**src/design/kvcp_pkg.sv**
```systemverilog
// ----------------------------------------------------------------------------
// kvcp_pkg
// Shared types, character codes and key name tables for the key/value
// command parser.
// ----------------------------------------------------------------------------
package kvcp_pkg;

   // key table
   localparam int NumKeys = 4;

   typedef logic [NumKeys-1:0] key_vec_type;
   typedef logic [1:0]         key_id_type;
   typedef logic [2:0]         key_pos_type;
   typedef logic [7:0]         char_type;
   typedef logic signed [31:0] value_type;

   // control passed from the top level to the key and value sections
   typedef struct packed {
      logic step;       // an item is processed this cycle
      logic restart;    // first byte of a command, pair state starts over
      logic is_equal;   // byte is '='
      logic is_end;     // byte is ',' or the end code
   } step_ctl_type;

   // character codes
   localparam char_type CharEqual = 8'h3D;
   localparam char_type CharComma = 8'h2C;
   localparam char_type CharPlus  = 8'h2B;
   localparam char_type CharMinus = 8'h2D;
   localparam char_type CharSpace = 8'h20;
   localparam char_type CharTab   = 8'h09;
   localparam char_type CharCr    = 8'h0D;
   localparam char_type CharZero  = 8'h30;
   localparam char_type CharNine  = 8'h39;

   // configuration registers
   localparam logic     RegEndCode   = 1'b0;
   localparam char_type EndCodeReset = 8'hFF;

   // key ids
   localparam key_id_type KeyT1     = 2'd0;
   localparam key_id_type KeyT2     = 2'd1;
   localparam key_id_type KeyNumber = 2'd2;
   localparam key_id_type KeyMode   = 2'd3;

   // length of each key name
   function automatic key_pos_type key_len(input key_id_type idx);
      key_pos_type len;
      case (idx)
         KeyT1:     len = 3'd2;
         KeyT2:     len = 3'd2;
         KeyNumber: len = 3'd6;
         default:   len = 3'd4;
      endcase
      return len;
   endfunction

   // character of a key name at a given position, zero past the end
   function automatic char_type key_char(input key_id_type idx, input key_pos_type pos);
      char_type c;
      c = 8'h00;
      case (idx)
         KeyT1: begin
            case (pos)
               3'd0:    c = "t";
               3'd1:    c = "1";
               default: c = 8'h00;
            endcase
         end
         KeyT2: begin
            case (pos)
               3'd0:    c = "t";
               3'd1:    c = "2";
               default: c = 8'h00;
            endcase
         end
         KeyNumber: begin
            case (pos)
               3'd0:    c = "n";
               3'd1:    c = "u";
               3'd2:    c = "m";
               3'd3:    c = "b";
               3'd4:    c = "e";
               3'd5:    c = "r";
               default: c = 8'h00;
            endcase
         end
         default: begin
            case (pos)
               3'd0:    c = "m";
               3'd1:    c = "o";
               3'd2:    c = "d";
               3'd3:    c = "e";
               default: c = 8'h00;
            endcase
         end
      endcase
      return c;
   endfunction

endpackage

```
**src/design/kvcp_key_match.sv**
```systemverilog
// ----------------------------------------------------------------------------
// kvcp_key_match
// Tracks the key of the current pair: position, which names still match,
// and whether the '=' has been seen.
// ----------------------------------------------------------------------------
module kvcp_key_match
   import kvcp_pkg::*;
(
   input  logic         clock,
   input  logic         reset,
   input  step_ctl_type ctl,
   input  char_type     byte_in,
   output logic         equal_now,
   output key_vec_type  match_now
);

   key_pos_type pos_ff, pos_in;
   key_vec_type match_ff, match_in;
   logic        equal_ff, equal_in;

   key_pos_type pos_cur;

   // pair state as seen by this byte, restarted on the first byte
   assign pos_cur   = ctl.restart ? '0 : pos_ff;
   assign match_now = ctl.restart ? '1 : match_ff;
   assign equal_now = ctl.restart ? 1'b0 : equal_ff;

   // next key state
   always_comb begin
      pos_in   = pos_cur;
      match_in = match_now;
      equal_in = equal_now;
      if (ctl.is_equal) begin
         if (!equal_now) begin
            for (int i = 0; i < NumKeys; i++) begin
               if (pos_cur != key_len(key_id_type'(i))) match_in[i] = 1'b0;
            end
            equal_in = 1'b1;
         end else begin
            match_in = '0;
         end
      end else if (ctl.is_end) begin
         pos_in   = '0;
         match_in = '1;
         equal_in = 1'b0;
      end else if (!equal_now) begin
         for (int i = 0; i < NumKeys; i++) begin
            if (pos_cur >= key_len(key_id_type'(i)) ||
                key_char(key_id_type'(i), pos_cur) != byte_in) match_in[i] = 1'b0;
         end
         if (pos_cur != 3'd7) pos_in = pos_cur + 3'd1;
      end
   end

   // state registers
   always_ff @(posedge clock) begin
      if (reset) begin
         pos_ff   <= '0;
         match_ff <= '1;
         equal_ff <= 1'b0;
      end else if (ctl.step) begin
         pos_ff   <= pos_in;
         match_ff <= match_in;
         equal_ff <= equal_in;
      end
   end

endmodule

```
**src/design/kvcp_value_conv.sv**
```systemverilog
// ----------------------------------------------------------------------------
// kvcp_value_conv
// Decimal conversion of the value part: blank skip, optional sign, then
// multiply-by-ten accumulate with saturation at the 32-bit bounds.
// ----------------------------------------------------------------------------
module kvcp_value_conv
   import kvcp_pkg::*;
(
   input  logic         clock,
   input  logic         reset,
   input  step_ctl_type ctl,
   input  char_type     byte_in,
   input  logic         equal_now,
   output value_type    value_now
);

   typedef enum logic [1:0] {
      PHASE_SKIP   = 2'd0,
      PHASE_DIGITS = 2'd1,
      PHASE_ENDED  = 2'd2,
      PHASE_SPARE  = 2'd3
   } phase_type;

   localparam logic signed [35:0] AccMax = 36'sh0_7FFF_FFFF;
   localparam logic signed [35:0] AccMin = -36'sh0_8000_0000;

   phase_type phase_ff, phase_in, phase_cur;
   logic      neg_ff, neg_in, neg_cur;
   value_type acc_ff, acc_in;

   logic              is_blank, is_sign, is_digit;
   logic signed [35:0] acc_wide, acc_times10, acc_sum;
   logic signed [35:0] digit;

   // pair state as seen by this byte
   assign phase_cur = ctl.restart ? PHASE_SKIP : phase_ff;
   assign neg_cur   = ctl.restart ? 1'b0 : neg_ff;
   assign value_now = ctl.restart ? '0 : acc_ff;

   // byte classes
   assign is_blank = (byte_in == CharSpace) || (byte_in >= CharTab && byte_in <= CharCr);
   assign is_sign  = (byte_in == CharPlus) || (byte_in == CharMinus);
   assign is_digit = (byte_in >= CharZero) && (byte_in <= CharNine);

   // multiply by ten as two shifts and an add, then add or subtract the digit
   assign acc_wide    = 36'(value_now);
   assign acc_times10 = (acc_wide <<< 3) + (acc_wide <<< 1);
   assign digit       = $signed({32'd0, byte_in[3:0]});
   assign acc_sum     = neg_cur ? (acc_times10 - digit) : (acc_times10 + digit);

   // next value state
   always_comb begin
      phase_in = phase_cur;
      neg_in   = neg_cur;
      acc_in   = value_now;
      if (ctl.is_equal || ctl.is_end) begin
         phase_in = PHASE_SKIP;
         neg_in   = 1'b0;
         acc_in   = '0;
      end else if (equal_now) begin
         if (phase_cur == PHASE_SKIP && is_blank) begin
            phase_in = PHASE_SKIP;
         end else if (phase_cur == PHASE_SKIP && is_sign) begin
            neg_in   = (byte_in == CharMinus);
            phase_in = PHASE_DIGITS;
         end else if ((phase_cur == PHASE_SKIP || phase_cur == PHASE_DIGITS) && is_digit) begin
            if (acc_sum > AccMax)      acc_in = AccMax[31:0];
            else if (acc_sum < AccMin) acc_in = AccMin[31:0];
            else                       acc_in = acc_sum[31:0];
            phase_in = PHASE_DIGITS;
         end else begin
            phase_in = PHASE_ENDED;
         end
      end
   end

   // state registers
   always_ff @(posedge clock) begin
      if (reset) begin
         phase_ff <= PHASE_SKIP;
         neg_ff   <= 1'b0;
         acc_ff   <= '0;
      end else if (ctl.step) begin
         phase_ff <= phase_in;
         neg_ff   <= neg_in;
         acc_ff   <= acc_in;
      end
   end

endmodule

```
**src/design/key_value_command_parser.sv**
```systemverilog
// ----------------------------------------------------------------------------
// key_value_command_parser
// Parses key=value,key=value command text one byte per item and emits the
// key id and decimal value of each known key.
// ----------------------------------------------------------------------------
// Usage:
//   req channel: one text byte per item in req_tdata, req_tuser set on the
//   first byte of a command (all pair state starts over before that byte).
//   rsp channel: one item per pair closed by ',' or the end code, when the
//   key is t1, t2, number or mode and the pair held an '='. rsp_tuser is the
//   key id, rsp_tdata the signed 32-bit value (saturated).
//   csr port: register 0 at address 0 is the end code, reset value 255.
// Timing:
//   an item is registered on acceptance, parsed from the input register once
//   the result register is free, and its result registered then. One item
//   per cycle is sustained while the receiver does not stall; the loop on
//   the value is the multiply-by-ten accumulate.
// Reset clears the pair state and the valid flags of both pipeline stages, and sets the end code to 255.
// When the receiver stalls a waiting result holds and one more byte is taken
// into the input register if that is empty, then req_tready drops.
// ----------------------------------------------------------------------------
module key_value_command_parser
   import kvcp_pkg::*;
(
   input  logic        clock,
   input  logic        reset,
   // input channel
   input  logic        req_tvalid,
   output logic        req_tready,
   input  logic [7:0]  req_tdata,   // [7:0] text_byte
   input  logic        req_tuser,   // [0] first_of_command
   // result channel
   output logic        rsp_tvalid,
   input  logic        rsp_tready,
   output logic [31:0] rsp_tdata,   // [31:0] field_value
   output logic [1:0]  rsp_tuser,   // [1:0] key_id
   // configuration port
   input  logic        csr_psel,
   input  logic        csr_penable,
   input  logic        csr_pwrite,
   input  logic [2:0]  csr_paddr,
   input  logic [31:0] csr_pwdata,
   output logic [31:0] csr_prdata,
   output logic        csr_pready
);

   logic         in_valid_ff, in_valid_in;
   char_type     in_byte_ff;
   logic         in_first_ff;
   logic         out_valid_ff, out_valid_in;
   key_id_type   out_key_ff;
   value_type    out_value_ff;
   char_type     end_code_ff;

   logic         out_free;
   logic         fire;
   step_ctl_type ctl;
   logic         equal_now;
   key_vec_type  match_now;
   value_type    value_now;
   key_id_type   key_sel;

   // configuration register
   assign csr_pready = 1'b1;
   assign csr_prdata = (csr_paddr[2] == RegEndCode) ? {24'd0, end_code_ff} : '0;

   always_ff @(posedge clock) begin
      if (reset) begin
         end_code_ff <= EndCodeReset;
      end else if (csr_psel && csr_penable && csr_pwrite && csr_pready &&
                   csr_paddr[2] == RegEndCode) begin
         end_code_ff <= csr_pwdata[7:0];
      end
   end

   // handshake
   assign out_free   = !out_valid_ff || rsp_tready;
   assign req_tready = !in_valid_ff || out_free;

   // control for this cycle's byte
   assign ctl.step     = in_valid_ff && out_free;
   assign ctl.restart  = in_first_ff;
   assign ctl.is_equal = (in_byte_ff == CharEqual);
   assign ctl.is_end   = !ctl.is_equal &&
                         (in_byte_ff == CharComma || in_byte_ff == end_code_ff);

   kvcp_key_match u_key (
      .clock     (clock),
      .reset     (reset),
      .ctl       (ctl),
      .byte_in   (in_byte_ff),
      .equal_now (equal_now),
      .match_now (match_now)
   );

   kvcp_value_conv u_value (
      .clock     (clock),
      .reset     (reset),
      .ctl       (ctl),
      .byte_in   (in_byte_ff),
      .equal_now (equal_now),
      .value_now (value_now)
   );

   // lowest matching key wins
   always_comb begin
      key_sel = KeyMode;
      for (int i = NumKeys - 1; i >= 0; i--) begin
         if (match_now[i]) key_sel = key_id_type'(i);
      end
   end

   assign fire = ctl.step && ctl.is_end && equal_now && (match_now != '0);

   // valid flags of both stages
   assign in_valid_in  = req_tready ? req_tvalid : in_valid_ff;
   assign out_valid_in = fire ? 1'b1 : (rsp_tready ? 1'b0 : out_valid_ff);

   always_ff @(posedge clock) begin
      if (reset) begin
         in_valid_ff  <= 1'b0;
         out_valid_ff <= 1'b0;
      end else begin
         in_valid_ff  <= in_valid_in;
         out_valid_ff <= out_valid_in;
      end
   end

   // payload registers
   always_ff @(posedge clock) begin
      if (req_tready && req_tvalid) begin
         in_byte_ff  <= req_tdata;
         in_first_ff <= req_tuser;
      end
      if (fire) begin
         out_key_ff   <= key_sel;
         out_value_ff <= value_now;
      end
   end

   assign rsp_tvalid = out_valid_ff;
   assign rsp_tdata  = out_value_ff;
   assign rsp_tuser  = out_key_ff;

endmodule

```
**config.mk**
```make
export PLATFORM = sky130hd
export DESIGN_NAME = key_value_command_parser
export DESIGN_NICKNAME = d
export VERILOG_FILES = /design/src/design/kvcp_pkg.sv /design/src/design/kvcp_key_match.sv /design/src/design/kvcp_value_conv.sv /design/src/design/key_value_command_parser.sv
export SDC_FILE = /design/constraint.sdc
export NUM_CORES = 1
export LEC_CHECK = 0
export ABC_AREA = 1
export BUFFER_PORTS_ARGS = -buffer_cell sky130_fd_sc_hd__buf_2
export CAP_MARGIN = 20
export CORE_MARGIN = 2
export CORE_UTILIZATION = 25
export CTS_BUF_LIST = sky130_fd_sc_hd__clkbuf_16
export DETAILED_ROUTE_END_ITERATION = 8
export SYNTH_ARGS = -nofsm -noshare
export SYNTH_HDL_FRONTEND = slang
export SYNTH_SLANG_ARGS = --single-unit
```
**constraint.sdc**
```tcl
create_clock -name clock -period 12.7 [get_ports clock]
set_input_delay 0 -clock clock [delete_from_list [all_inputs] [get_ports clock]]
set_output_delay 0 -clock clock [all_outputs]
set_load 0.02 [all_outputs]
```
==> flow_summary.ini <==
[cts]
cts_buffer_depth = 2
ctsRootBufferMaster = clkbuf_16
clkTransAtPathRegs_ns = 0.07
postCtsSetupBuffers = 0
cts_inserted_buffers = 9
post_cts_resized = 0
cts_sinks = 96
cts.htree.levels = 3
cts_hold_buf = 20
tritoncts = built
clk-insertion-delay-late_ns = 0.37

[grt]
gr-total-overflow = 0
grt_pass1_wl_mm = 51.9
grt_max_degree = 53
antenna_found_initial = 0
track_usage_pct = 16.1
grt_pass1_vias = 9866

[finish]
synthToLayoutAreaGrowth_pct = 12.5
regArea_um2 = 2350
drive_above_1_share_pct = 12.9
diodes = 0
multi_input_area_um2 = 6240
fin_nets = 1740
final_cells = 2183
n_fill_cell = 4322
post-route-util_pct = 28.3

[routing]
wl_mm = 32.3
postRouteAntennaNets = 0
drt_pass1_iterations = 7
drcViolationCount = 0
drtIter0Drc = 946
vias = 10472
wl_per_cell_um = 14.8
viasPerCell = 4.80

[synth]
yosysUniqueCellTypes = 51
postSynthCellCount = 1595
syn_area_per_cell_um2 = 6.07
synth_area_leader_cell = nand2_1
synth_top_area_share_pct = 18.2
seq_area_frac_synth_pct = 24.3
yosysMostFrequentCell = nand2_1
netlist_area_um2 = 9680
synth_warnings = 0
ys_seq_elements = 96
synth_edf_count = 43
synth_flop_cell = dfxtp_1
yosys-top-cells-count = nand2_1 (470), inv_1 (186), nor2_1 (158)
ys_async_sr_fraction_pct = 0
synthTopCellsByArea = nand2_1 (18%), edfxtp_1 (13%), dfxtp_1 (11%), inv_1 (7.2%), nor2_1 (6.1%)

[power_and_ir_drop]
p_int_w = 0.000497
switchingPower_w = 0.000182
p_per_area_nw_per_um2 = 62.4
clkPwrFrac_pct = 41.0
p_leak_nw = 5.21
sw_frac_of_total_pct = 26.8
seqPwrFrac_pct = 48.8
peakVddDrop_mv = 0.0661
pwr-share-comb_pct = 10.2

[timing]
slew_headroom_pct = 30.7
finalSetupViolations = 0
hold_viol = 0
tightest_slew_ns = 1.03
fin_skew_ns = 0.0119
period_needed_ns = 5.11
fmax_mhz = 196
tns_ns = 0
maxSlewViolCount = 0
finalCritPeriodShare_pct = 40.2
rsz0062_at_grt = false

[run_status]
status = finished, final reports clean

[placement]
port_buffers = 68
hpwlAfterDp_mm = 25.0
place.gp.congestion = 0.940
dp.cells = 2147

[floorplanning]
core_area_um2 = 38500
die-area_um2 = 40300
core.rowCount = 72
ios = 120
fp.dieW_um = 201
start_util_pct = 25.2
fp.dieH_um = 201

[critical_path]
worst-path-max-fanout = 52
crit_arrival_ns = 5.32
worstSetupEndpointType = flop
crit_top_cell = nand2_1
slowest_delay_ns = 0.39
cp_data_required_time_ns = 12.91
worstSetupStartpointType = flop
critical-path-slowest-cell = nor2_1
criticalPathCategory = flop to flop

[run]
drv_cap = 0

[hold_path]
min_path_type = primary input to flop
==> critical path, delay by kind of cell (launching register included) <==
family                   cells  cell delay, ns
AND/OR/NAND/NOR             21            3.40
buffers and inverters        4            0.72
flip-flops                   1            0.35
adder cells (fa/ha/maj)      1            0.23
AO/OA/AOI/OAI                2            0.21
==> sequential cells by signal, summed over array words and instances, names as in the netlist <==
name              count
rsp_tdata            32
u_value.neg_ff        1
u_key.pos_ff          3
u_value.phase_ff      2
u_value.acc_ff       32
rsp_tvalid            1
rsp_tuser             2
u_key.equal_ff        1
in_byte_ff            8
end_code_ff           8
u_key.match_ff        4
in_first_ff           1
in_valid_ff           1
==> power groups by stage <==
stage / clock, W / combinational [W] / sequential (W)
4_1_cts: 0.000291 / 0.0000688 / 0.000331
3_3_place_gp: 0 / 0.0000633 / 0.000338
2_1_floorplan: 0 / 0.0000556 / 0.000335
6_report: 0.000279 / 0.0000693 / 0.000331
3_5_place_dp: 0 / 0.0000642 / 0.000338
5_1_grt: 0.000302 / 0.0000771 / 0.000332
==> cell families after synthesis <==
family / Yosys count / synth area share [%]
xor gates and xnor gates: 36 / 3.26
and+or+nand+nor: 919 / 42.6
adders and majority gates: 29 / 3.83
AOI/OAI and AO/OA: 243 / 13.7
buffers and inverters: 269 / 12.2
muxes: 1 / 0.103
other: 2 / 0.0776
DFF: 96 / 24.3
==> cell type report <==
class | instances | area share, %
clock buffer | 9 | 2.07
tap | 518 | 5.95
multi-input combinational | 1253 | 57.3
inverter | 207 | 7.23
sequential | 96 | 21.6
clock inverter | 7 | 0.552
timing repair buffer | 93 | 5.31
==> cells in the final DEF (no fill, tap or decap), types with 3 or more instances in the layout <==
cell | Yosys | layout
a21oi_1 | 114 | 114
o2111ai_1 | 3 | 3
nor2_1 | 158 | 158
nand2_2 | 55 | 55
o21ai_0 | 77 | 77
xor2_1 | 27 | 27
o211ai_1 | 11 | 11
o221ai_1 | 3 | 3
edfxtp_1 | 43 | 43
clkinv_1 | 6 | 9
inv_4 | 1 | 4
inv_2 | 13 | 13
buf_2 | 3 | 68
o32ai_1 | 4 | 4
xnor2_1 | 9 | 9
clkbuf_16 | 0 | 9
conb_1 | 2 | 25
nor2_2 | 31 | 31
nand2_1 | 470 | 470
buf_4 | 25 | 5
dfxtp_1 | 53 | 53
nand3b_1 | 3 | 3
a31oi_1 | 4 | 4
nand2_4 | 6 | 6
nand3_1 | 116 | 116
nand3_2 | 12 | 12
nor4_1 | 6 | 6
o21ai_1 | 13 | 13
dlygate4sd3_1 | 0 | 20
nor3_1 | 19 | 19
inv_1 | 186 | 186
nor2_4 | 7 | 7
nand4_1 | 33 | 33
ha_1 | 28 | 28
==> metrics by stage <==
stage	power (W)	cell area (µm²)	worst slack [ns]	hold WS [ns]
2_1_floorplan	0.000391	9770	8.72	0.0989
3_3_place_gp	0.000401	10400	7.63	0.180
3_5_place_dp	0.000402	10400	7.61	0.178
4_1_cts	0.000691	10900	7.61	0.171
5_1_grt	0.000710	10900	7.12	0.283
6_report	0.000679	10900	7.59	0.214
==> routing by layer <==
metal / vias up / part of all wire [%] / global-route usage, %
met4: 0 / 2.4 / 5.29
met5: - / 0 / 0
met1: 4804 / 46 / 21.6
li1: 5267 / - / -
met3: 48 / 6.1 / 2.71
met2: 353 / 46 / 26.3
==> path summary, 6_finish.rpt <==
| kind | from | slack, ns | cells after the start | end |
|---|---|---|---|---|
| max | in_first_ff$_DFFE_PP_ | 7.59 | 28 | u_value.acc_ff[29]$_SDFFE_PP0P_ |
| min | csr_penable | 0.21 | 5 | end_code_ff[6]$_SDFFE_PP1P_ |
| max reg2reg | in_first_ff$_DFFE_PP_ | 7.59 | 28 | u_value.acc_ff[29]$_SDFFE_PP0P_ |
| min reg2reg | u_value.acc_ff[21]$_SDFFE_PP0P_ | 0.46 | 2 | u_value.acc_ff[21]$_SDFFE_PP0P_ |
No activity file was read; power rests on OpenSTA's default activity.
